==> config.mk <==
export PLATFORM = sky130hd
export DESIGN_NAME = arpnt_ctrl
export DESIGN_NICKNAME = d
export VERILOG_FILES = /design/src/rtl/arp_neighbor_table_with_aging_core_assert.svh /design/src/rtl/arpnt_pkg.sv /design/src/rtl/arpnt_ctrl.sv
export SDC_FILE = /design/constraint.sdc
export NUM_CORES = 1
export LEC_CHECK = 0
export CAP_MARGIN = 20
export CORE_AREA = 5 5 42 44
export CTS_CLUSTER_SIZE = 20
export DETAILED_ROUTE_END_ITERATION = 6
export DIE_AREA = 0 0 47 49
export DONT_BUFFER_PORTS = 1
export PLACE_DENSITY = 0.41
export REMOVE_ABC_BUFFERS = 1
export SETUP_SLACK_MARGIN = 0.5
export SLEW_MARGIN = 20
export SYNTH_ARGS = -nofsm -noshare
export SYNTH_HDL_FRONTEND = slang
export SYNTH_SLANG_ARGS = --single-unit
==> constraint.sdc <==
create_clock -name clk -period 1.49 [get_ports clk]
set_clock_uncertainty 0.05 [all_clocks]
set_input_delay 0.298 -clock clk [delete_from_list [all_inputs] [get_ports clk]]
set_output_delay 0.298 -clock clk [all_outputs]
set_load 0.05 [all_outputs]
==> src/rtl/arp_neighbor_table_with_aging_core_assert.svh <==
// Assertion macros for the neighbor table core.
`ifndef ARP_NEIGHBOR_TABLE_WITH_AGING_CORE_ASSERT_SVH
`define ARP_NEIGHBOR_TABLE_WITH_AGING_CORE_ASSERT_SVH

`ifndef SYNTHESIS

`define ARPNT_ASSERT_SAME(label, clk, rst, ante, cons) \
  label: assert property (@(posedge clk) disable iff (rst) (ante) |-> (cons)) \
    else $error("same-cycle check failed");

`define ARPNT_ASSERT_NEXT(label, clk, rst, ante, cons) \
  label: assert property (@(posedge clk) disable iff (rst) (ante) |=> (cons)) \
    else $error("next-cycle check failed");

`else

`define ARPNT_ASSERT_SAME(label, clk, rst, ante, cons)
`define ARPNT_ASSERT_NEXT(label, clk, rst, ante, cons)

`endif

`endif

==> src/rtl/arpnt_pkg.sv <==
`timescale 1ns / 1ps
`default_nettype none

package arpnt_pkg;

  localparam int unsigned DEFAULT_DEPTH = 64;

  localparam int unsigned MAC_W   = 48;
  localparam int unsigned IP_W    = 32;
  localparam int unsigned TIME_W  = 32;
  localparam int unsigned LIVE_W  = 16;
  localparam int unsigned STAT_W  = 2;
  localparam int unsigned SLOT_W  = 6;
  localparam int unsigned COUNT_W = 7;

  localparam logic [LIVE_W-1:0] LIVE_TIME_RESET = 16'd50;

  localparam logic ACT_OBSERVE = 1'b0;
  localparam logic ACT_AGE     = 1'b1;

  typedef enum logic [STAT_W-1:0] {
    STAT_REFRESHED = 2'd0,
    STAT_INSERTED  = 2'd1,
    STAT_FULL      = 2'd2,
    STAT_AGED      = 2'd3
  } status_t;

  typedef enum logic [1:0] {
    ST_CLEAR,
    ST_IDLE,
    ST_SCAN,
    ST_COMMIT
  } state_t;

  typedef struct packed {
    logic clear;
    logic start;
    logic scan;
    logic commit;
  } cmd_t;

  typedef struct packed {
    logic cnt_last;
    logic scan_done;
  } sts_t;

endpackage

`default_nettype wire

==> src/rtl/arpnt_ctrl.sv <==
`timescale 1ns / 1ps
`default_nettype none

module arpnt_ctrl (
  input  logic             clk,
  input  logic             rst,
  input  logic             in_valid,
  output logic             in_ready,
  output logic             out_valid,
  input  logic             out_ready,
  output arpnt_pkg::cmd_t  cmd,
  input  arpnt_pkg::sts_t  sts
);
  import arpnt_pkg::*;

  state_t state;
  state_t state_next;
  logic   out_valid_next;

  always_ff @(posedge clk) begin
    if (rst) begin
      state     <= ST_CLEAR;
      out_valid <= 1'b0;
    end else begin
      state     <= state_next;
      out_valid <= out_valid_next;
    end
  end

  always_comb begin
    state_next = state;
    cmd        = '0;
    in_ready   = 1'b0;
    unique case (state)
      ST_CLEAR: begin
        cmd.clear = 1'b1;
        if (sts.cnt_last) begin
          state_next = ST_IDLE;
        end
      end
      ST_IDLE: begin
        in_ready = 1'b1;
        if (in_valid) begin
          cmd.start  = 1'b1;
          state_next = ST_SCAN;
        end
      end
      ST_SCAN: begin
        cmd.scan = 1'b1;
        if (sts.scan_done) begin
          state_next = ST_COMMIT;
        end
      end
      ST_COMMIT: begin
        // The result register may only be reloaded once the last item is gone.
        if (!out_valid || out_ready) begin
          cmd.commit = 1'b1;
          state_next = ST_IDLE;
        end
      end
      default: begin
        state_next = ST_CLEAR;
      end
    endcase

    if (cmd.commit) begin
      out_valid_next = 1'b1;
    end else if (out_ready) begin
      out_valid_next = 1'b0;
    end else begin
      out_valid_next = out_valid;
    end
  end

endmodule

`default_nettype wire

==> results.txt, run 1 <==
----------------------------------------------------
[Status]
  Run status ... finished with violations
  Violations in the final reports ... setup timing

[Synth]
  Fraction of the yosys area taken by sequential cells ... 0.2172
  Number of distinct library cell variants in the gate-level netlist after synthesis ... 13
  Biggest area contributors in the synthesized netlist ... ha_1, dfxtp_1, a2111oi_4
  Post-Syn Area per Cell ... 10.64 sq um
  Biggest area consumer among synthesized cells ... ha_1
  Synth Cell Area ... 276.5 sq um
  Area share of the leading cell type in the synthesized netlist ... 0.2262
  Warnings from Yosys ... 0
  Flop and latch count out of synthesis ... 3
  Synthesized netlist cell count ... 26

[Die]
  Total number of placement rows ... 14
  Placeable core area ... ~1400 sq um
  Total Die Area ... about 2300 sq um
  Die Wd ... 47 microns
  Height of the chip ... 49 microns
  Effective utilization at floorplan ... 0.1973
  Num ports ... 12

[STA]
  Unrepaired setup endpoints after global routing ... yes
  Final critical-path required period ... around 1.6 ns
  Hold WS ... 0.08090 ns
  Final count of hold timing violations ... 0
  Slew at the pin closest to its max-slew limit ... ~0.33 ns
  Final setup margin ... -0.1070 ns
  F_max ... 0.6262 GHz
  Share of the cycle needed by the critical path after routing ... 1.072
  Max-slew violation count ... 0
  Worst max-slew margin expressed relative to the limit ... 0.7811
  Number of setup violations in the final report ... 5

[Global routing]
  GRT Overall Usage ... 0.06756
  Via count of the first global-routing pass ... between 200 and 300
  Grt total ovfl ... 0
  First-pass GRT wire length ... 1.048 mm
  Initial antenna violation count ... 0
  Maximum number of pins on one net before global-route repair ... 6

[CTS]
  Number of buffers added to fix hold violations after cts ... 0
  Number of buffers added by the clock tree synthesis step ... 3
  CTS tree ... done
  Source-to-sink clock delay at the later pin of the worst-skew pair ... between 0.2 and 0.25 ns
  Reg clk slew, reported paths ... 0.04 ns
  Largest buffer count on any clock path ... 2
  H-tree depth ... 1
  Clock tree root driver cell ... clkbuf_4
  Number of clock sinks ... 3

[Placement]
  Final estimated routing congestion in global placement ... between 0.6 and 0.7
  Port Buf Inserts ... 0
  Placed cell areas ... 376.6 sq um
  Worst setup slack after placement ... -0.2145 ns
  DP Wirelength ... 512.2 microns

[Routing]
  Final routed wire length divided by cell count ... 10.91 microns
  Routed via count divided by cell count ... 3.947
  Routed vias ... 225
  Drt first-iter violations ... 0
  Count of antenna-violating nets left after detailed routing ... 0
  DRT Wirelength ... roughly 620 microns
  Iteration count of the initial detailed-routing pass ... 1
  Residual DRC ... 0

[Cells and area]
  Ant. Diodes ... 0
  Final core utilization ... 0.3652
  Share of cells above drive strength 1 ... 0.7561
  Post-route design area ... between 500 and 600 sq um
  Area delta synth->final ... 85.07%
  Net count of the finished layout ... 53

[Setup path]
  Peak fanout along the critical path ... 3
  Beginning of the worst register-to-register path ... state[0]
  Kind of end point of the critical path ... output pin
  CP Launch Point ... state[1]
  Worst endpoint required time ... 1.14 ns
  Startpoint types ... flop
  Setup Crit Path Kind ... flop to output pin
  Crit path DAT ... roughly 1.3 ns
  Slack of the worst reg-to-reg path ... -0.10 ns

[Power and ir drop]
  Final Power ... 0.001263 W
  Power density cells ... 2467 nW/um^2
  Peak ir drop on the vdd network ... around 1.2 mV
  LEAKAGE ... 0.2154 nW

[Hold path]
  Hold Crit Start ... rst
  Kind of path behind the tightest hold check ... input pin to flop

[Flow run]
  Total of max-cap violations ... 0

----------------------------------------------------
[final cells by class]
type	instances	area [sq um]
fillers	151	889.6
multi-input cells	20	245.2
repair buffers	12	143.9
flip-flops and latches	3	66.31
clock buffers	4	26.28
well taps	16	20.02
inverters	2	10.01
[cells in the mapped netlist]
cell type and count:
nor2b_4 2, nand2b_1 2, ha_1 5, and2b_2 2
nor2_1 4, mux2_4 1, a2111oi_4 1, inv_1 2
dfxtp_1 3, and2b_1 1, buf_4 1, mux2i_1 1
and2_1 1
[worst max-delay path, stage by stage, from the launching register on]
cell and delay (ns):
dfxtp_2 0.33, buf_6 0.12, ha_2 0.20, buf_4 0.12, and2b_4 0.25
[where the power goes]
group | total (W) | switching (W) | internal (W) | leakage, nW
clock | 0.000144 | 0.0000432 | 0.000100 | 0.0150
sequential | 0.000163 | 0.0000408 | 0.000123 | 0.0261
combinational | 0.000956 | 0.000460 | 0.000496 | 0.174
[registers in the layout, summed over array words and instances (netlist names)]
signal	flops
state	2
out_valid	1
[worst paths after layout]
kind,endpoint,cells after the start
worst max register to register,state[0],5
worst min-delay path,out_valid,1
worst min register to register,state[1],3
worst max-delay path,cmd[0],4
[per-layer routing]
metal	vias to the layer above	track usage	routed length [microns]	share of wire
met2	9	0.1154	361	0.58
met3	0	0.05904	74	0.12
li1	111	-	-	-
met1	105	0.04386	186	0.30
met4	0	0.04147	0	0
met5	-	0	0	0
[logic make-up (layout without fill, tap and decap cells)]
logic type	count (synthesis)	count (layout)	synth area share
AND/OR/NAND/NOR	12	12	0.3122
adder cells (fa/ha/maj)	5	5	0.2262
flip-flops	3	3	0.2172
AO/OA/AOI/OAI	1	1	0.09956
multiplexers	2	2	0.09048
buffers and inverters	3	18	0.05432
[metrics by stage]
| stage | TNS (ns) | cells |
|---|---|---|
| finish | -0.4109 | 57 |
| global route | -0.7082 | 57 |
| CTS | -0.4836 | 56 |
| detailed placement | -0.3850 | 51 |
| global placement | -0.2509 | 51 |
| floorplan | -0.9672 | 25 |
[cells in the final DEF, fill, tap and decap left out]
master,netlist,routed
dfxtp_2,0,2
and2b_2,2,1
clkbuf_1,0,1
mux2_4,1,1
ha_2,0,1
buf_6,0,3
and2b_1,1,1
ha_4,0,3
clkbuf_4,0,3
inv_4,0,1
buf_8,0,4
nor2_1,4,4
and2b_4,0,1
nand2b_1,2,2
and2_4,0,1
buf_12,0,1
inv_2,0,1
a2111oi_4,1,1
dfxtp_4,0,1
mux2i_1,1,1
ha_1,5,1
buf_4,1,4
nor2b_4,2,2
[timing repair]
| action | CTS | global route |
|---|---|---|
| setup buffers | 1 | 1 |
| resized for setup | 26 | 1 |
| pin swaps | 2 | 3 |
| setup endpoints to repair | 9 | 9 |
| gates cloned | 0 | 0 |
No activity file was read; power rests on OpenSTA's default activity.
==> run 2: changes to the inputs <==
--- a/config.mk
+++ b/config.mk
@@ -5,13 +5,14 @@
 export SDC_FILE = /design/constraint.sdc
 export NUM_CORES = 1
 export LEC_CHECK = 0
+export ABC_AREA = 1
 export CAP_MARGIN = 20
 export CORE_AREA = 5 5 42 44
 export CTS_CLUSTER_SIZE = 20
 export DETAILED_ROUTE_END_ITERATION = 6
 export DIE_AREA = 0 0 47 49
 export DONT_BUFFER_PORTS = 1
-export PLACE_DENSITY = 0.41
+export PLACE_DENSITY = 0.4
 export REMOVE_ABC_BUFFERS = 1
 export SETUP_SLACK_MARGIN = 0.5
 export SLEW_MARGIN = 20
==> run 2 against run 1 <==
  * The run now ends clean
  * Via count increased by 11%
  * Worst hold slack improved by 0.0011 ns
  * Sequential share of layout area increased by 1.0 points
  * Synthesized area decreased by 4.1%
  * Clock power decreased by 3%
  * Die area unchanged
  * Core utilization decreased by 0.089 points
  * Register-to-register slack improved by 0.35 ns
  * Final cell count increased by 19%
  * Critical endpoint is now cmd[2]
  * Cell area decreased by 0.24%
  * Synthesized cell count increased by 46%
==> results.txt, run 2 <==
----------------------------------------------------
[Routing]
  Residual DRC ... 0
  DRT Wirelength ... 589 microns
  Final routed wire length divided by cell count ... 8.662 microns
  Routed via count divided by cell count ... 3.662
  Count of antenna-violating nets left after detailed routing ... 0
  Iteration count of the initial detailed-routing pass ... 2
  Routed vias ... 249
  Drt first-iter violations ... 1

[CTS]
  Number of buffers added by the clock tree synthesis step ... 3
  Largest buffer count on any clock path ... 2
  CTS tree ... done
  Source-to-sink clock delay at the later pin of the worst-skew pair ... roughly 0.23 ns
  H-tree depth ... 1
  Number of clock sinks ... 3
  Number of buffers added to fix hold violations after cts ... 0
  Clock tree root driver cell ... clkbuf_4
  Reg clk slew, reported paths ... 0.04 ns

[Setup path]
  Timing endpoint of the critical path ... cmd[2]
  Peak fanout along the critical path ... 4
  CP Launch Point ... state[1]
  Slack of the worst reg-to-reg path ... 0.25 ns
  Beginning of the worst register-to-register path ... state[1]
  Startpoint types ... flop
  Kind of end point of the critical path ... output pin
  Crit path DAT ... 1.07 ns
  Crit Reg-Reg Endpoint ... state[0]
  Setup Crit Path Kind ... flop to output pin
  R2r worst-path depth ... 9
  Worst endpoint required time ... around 1.1 ns

[Cells and area]
  Most frequent standard cell in the layout excluding fill and tap cells ... nand2_1
  Net count of the finished layout ... 64
  Top flop regs ... state: 2 flops, out_valid: 1 flops
  Area delta synth->final ... 92.45%
  Ant. Diodes ... 0
  Post-route design area ... 510.5 sq um
  Final core utilization ... 0.3643
  Share of cells above drive strength 1 ... 0.6346
  Most frequent cells in the layout ... nand2_1, inv_1
  Max FFs per register ... 2
  Register bank with the most flops ... state

[Synth]
  Number of distinct library cell variants in the gate-level netlist after synthesis ... 12
  Most common cell in the netlist ... inv_1
  Flop and latch count out of synthesis ... 3
  Biggest area consumer among synthesized cells ... ha_1
  Warnings from Yosys ... 0
  Synthesized netlist cell count ... 38
  EDFF count, synth ... 0
  Fraction of the yosys area taken by sequential cells ... 0.2264
  Async SR Flop Fraction ... 0
  Synth Cell Area ... 265.3 sq um
  Area share of the leading cell type in the synthesized netlist ... 0.2358
  Top cells by instance count after synthesis ... inv_1, nand2_1, ha_1
  Post-Syn Area per Cell ... 6.980 sq um
  Biggest area contributors in the synthesized netlist ... ha_1, dfxtp_1, inv_1
  Primary FF master, synth ... dfxtp_1

[Die]
  Placeable core area ... ~1400 sq um
  Die Wd ... 47 microns
  Total Die Area ... 2303 sq um
  Num ports ... 12
  Height of the chip ... 49 microns
  Total number of placement rows ... 14
  Effective utilization at floorplan ... 0.1893

[Global routing]
  Grt total ovfl ... 0
  Via count of the first global-routing pass ... around 270
  Initial antenna violation count ... 0
  First-pass GRT wire length ... 1.014 mm
  Maximum number of pins on one net before global-route repair ... 5
  GRT Overall Usage ... 0.06114

[Hold path]
  Kind of path behind the tightest hold check ... input pin to flop
  Hold Crit Depth ... 1

[STA]
  Number of setup violations in the final report ... 0
  Worst max-slew margin expressed relative to the limit ... 0.9241
  F_max ... 0.7032 GHz
  Slew at the pin closest to its max-slew limit ... 0.1135 ns
  Max-slew violation count ... 0
  Final critical-path required period ... around 1.4 ns
  Final count of hold timing violations ... 0
  TNS Setup ... 0 ns
  Share of the cycle needed by the critical path after routing ... 0.9544
  Unrepaired setup endpoints after global routing ... yes

[Placement]
  Final estimated routing congestion in global placement ... 0.7001
  Port Buf Inserts ... 0
  Placed cell areas ... 335.3 sq um
  DP Wirelength ... 413.3 microns

[Power and ir drop]
  Power density cells ... 2120 nW/um^2
  Peak ir drop on the vdd network ... 0.6140 mV
  Final Power ... 0.001082 W
  LEAKAGE ... 0.2469 nW

[Status]
  Run status ... completed

[Flow run]
  Total of max-cap violations ... 0

----------------------------------------------------
run 2: kinds of logic (layout without fill, tap and decap cells):
logic type | Yosys count | in the layout | share of synthesized area
AOI/OAI and AO/OA | 2 | 2 | 0.03774
adders and majority gates | 5 | 5 | 0.2358
DFF | 3 | 3 | 0.2264
buffers and inverters | 11 | 25 | 0.1698
and+or+nand+nor | 17 | 17 | 0.3302
run 2: worst min-delay path by stage:
stage                     startpoint        end
after floorplan                  rst  out_valid
after global placement           rst  out_valid
after detailed placement         rst  out_valid
after CTS                        rst  out_valid
after global routing             rst  out_valid
final                            rst  out_valid
run 2: layout make-up:
cell class,instances,area (sq um)
sequential,3,71.32
multi-input combinational,24,216.5
fill,159,890.9
clock buffer,4,26.28
tap,16,20.02
inverter,10,40.04
timing repair buffer,11,136.4
run 2: worst max-delay path: stages (launching register included):
cell     delay (ns)
dfxtp_4        0.36
inv_4          0.08
ha_4           0.16
nand2_2        0.05
inv_2          0.06
buf_12         0.13
run 2: per-stage QoR:
stage / worst slack (ns) / hold slack (ns) / cells
6_report: 0.06796 / 0.08195 / 68
5_1_grt: 0.02285 / 0.06892 / 68
4_1_cts: 0.07642 / 0.07589 / 67
3_5_place_dp: 0.1682 / 0.3238 / 59
3_3_place_gp: 0.1565 / 0.3201 / 59
2_1_floorplan: -0.2113 / 0.3171 / 37
run 2: per-layer routing:
metal / GRT usage / wire length, microns / vias up / share of wire
met5: 0 / 0 / - / 0
met4: 0.04147 / 0 / 0 / 0
met3: 0.01107 / 13 / 0 / 0.022
met2: 0.1018 / 348 / 3 / 0.59
met1: 0.06550 / 226 / 110 / 0.38
li1: - / - / 136 / -
run 2: where the power goes:
group	switching (W)	internal (W)	total [W]
Combinational	0.000410	0.000356	0.000766
Sequential	0.0000535	0.000123	0.000176
Clock	0.0000398	0.000100	0.000140
run 2: what timing repair did:
action	in CTS	in global routing
setup endpoints to repair	8	8
setup buffers	4	1
hold endpoints to repair	0	0
pin swaps	3	5
gates resized for setup	27	5
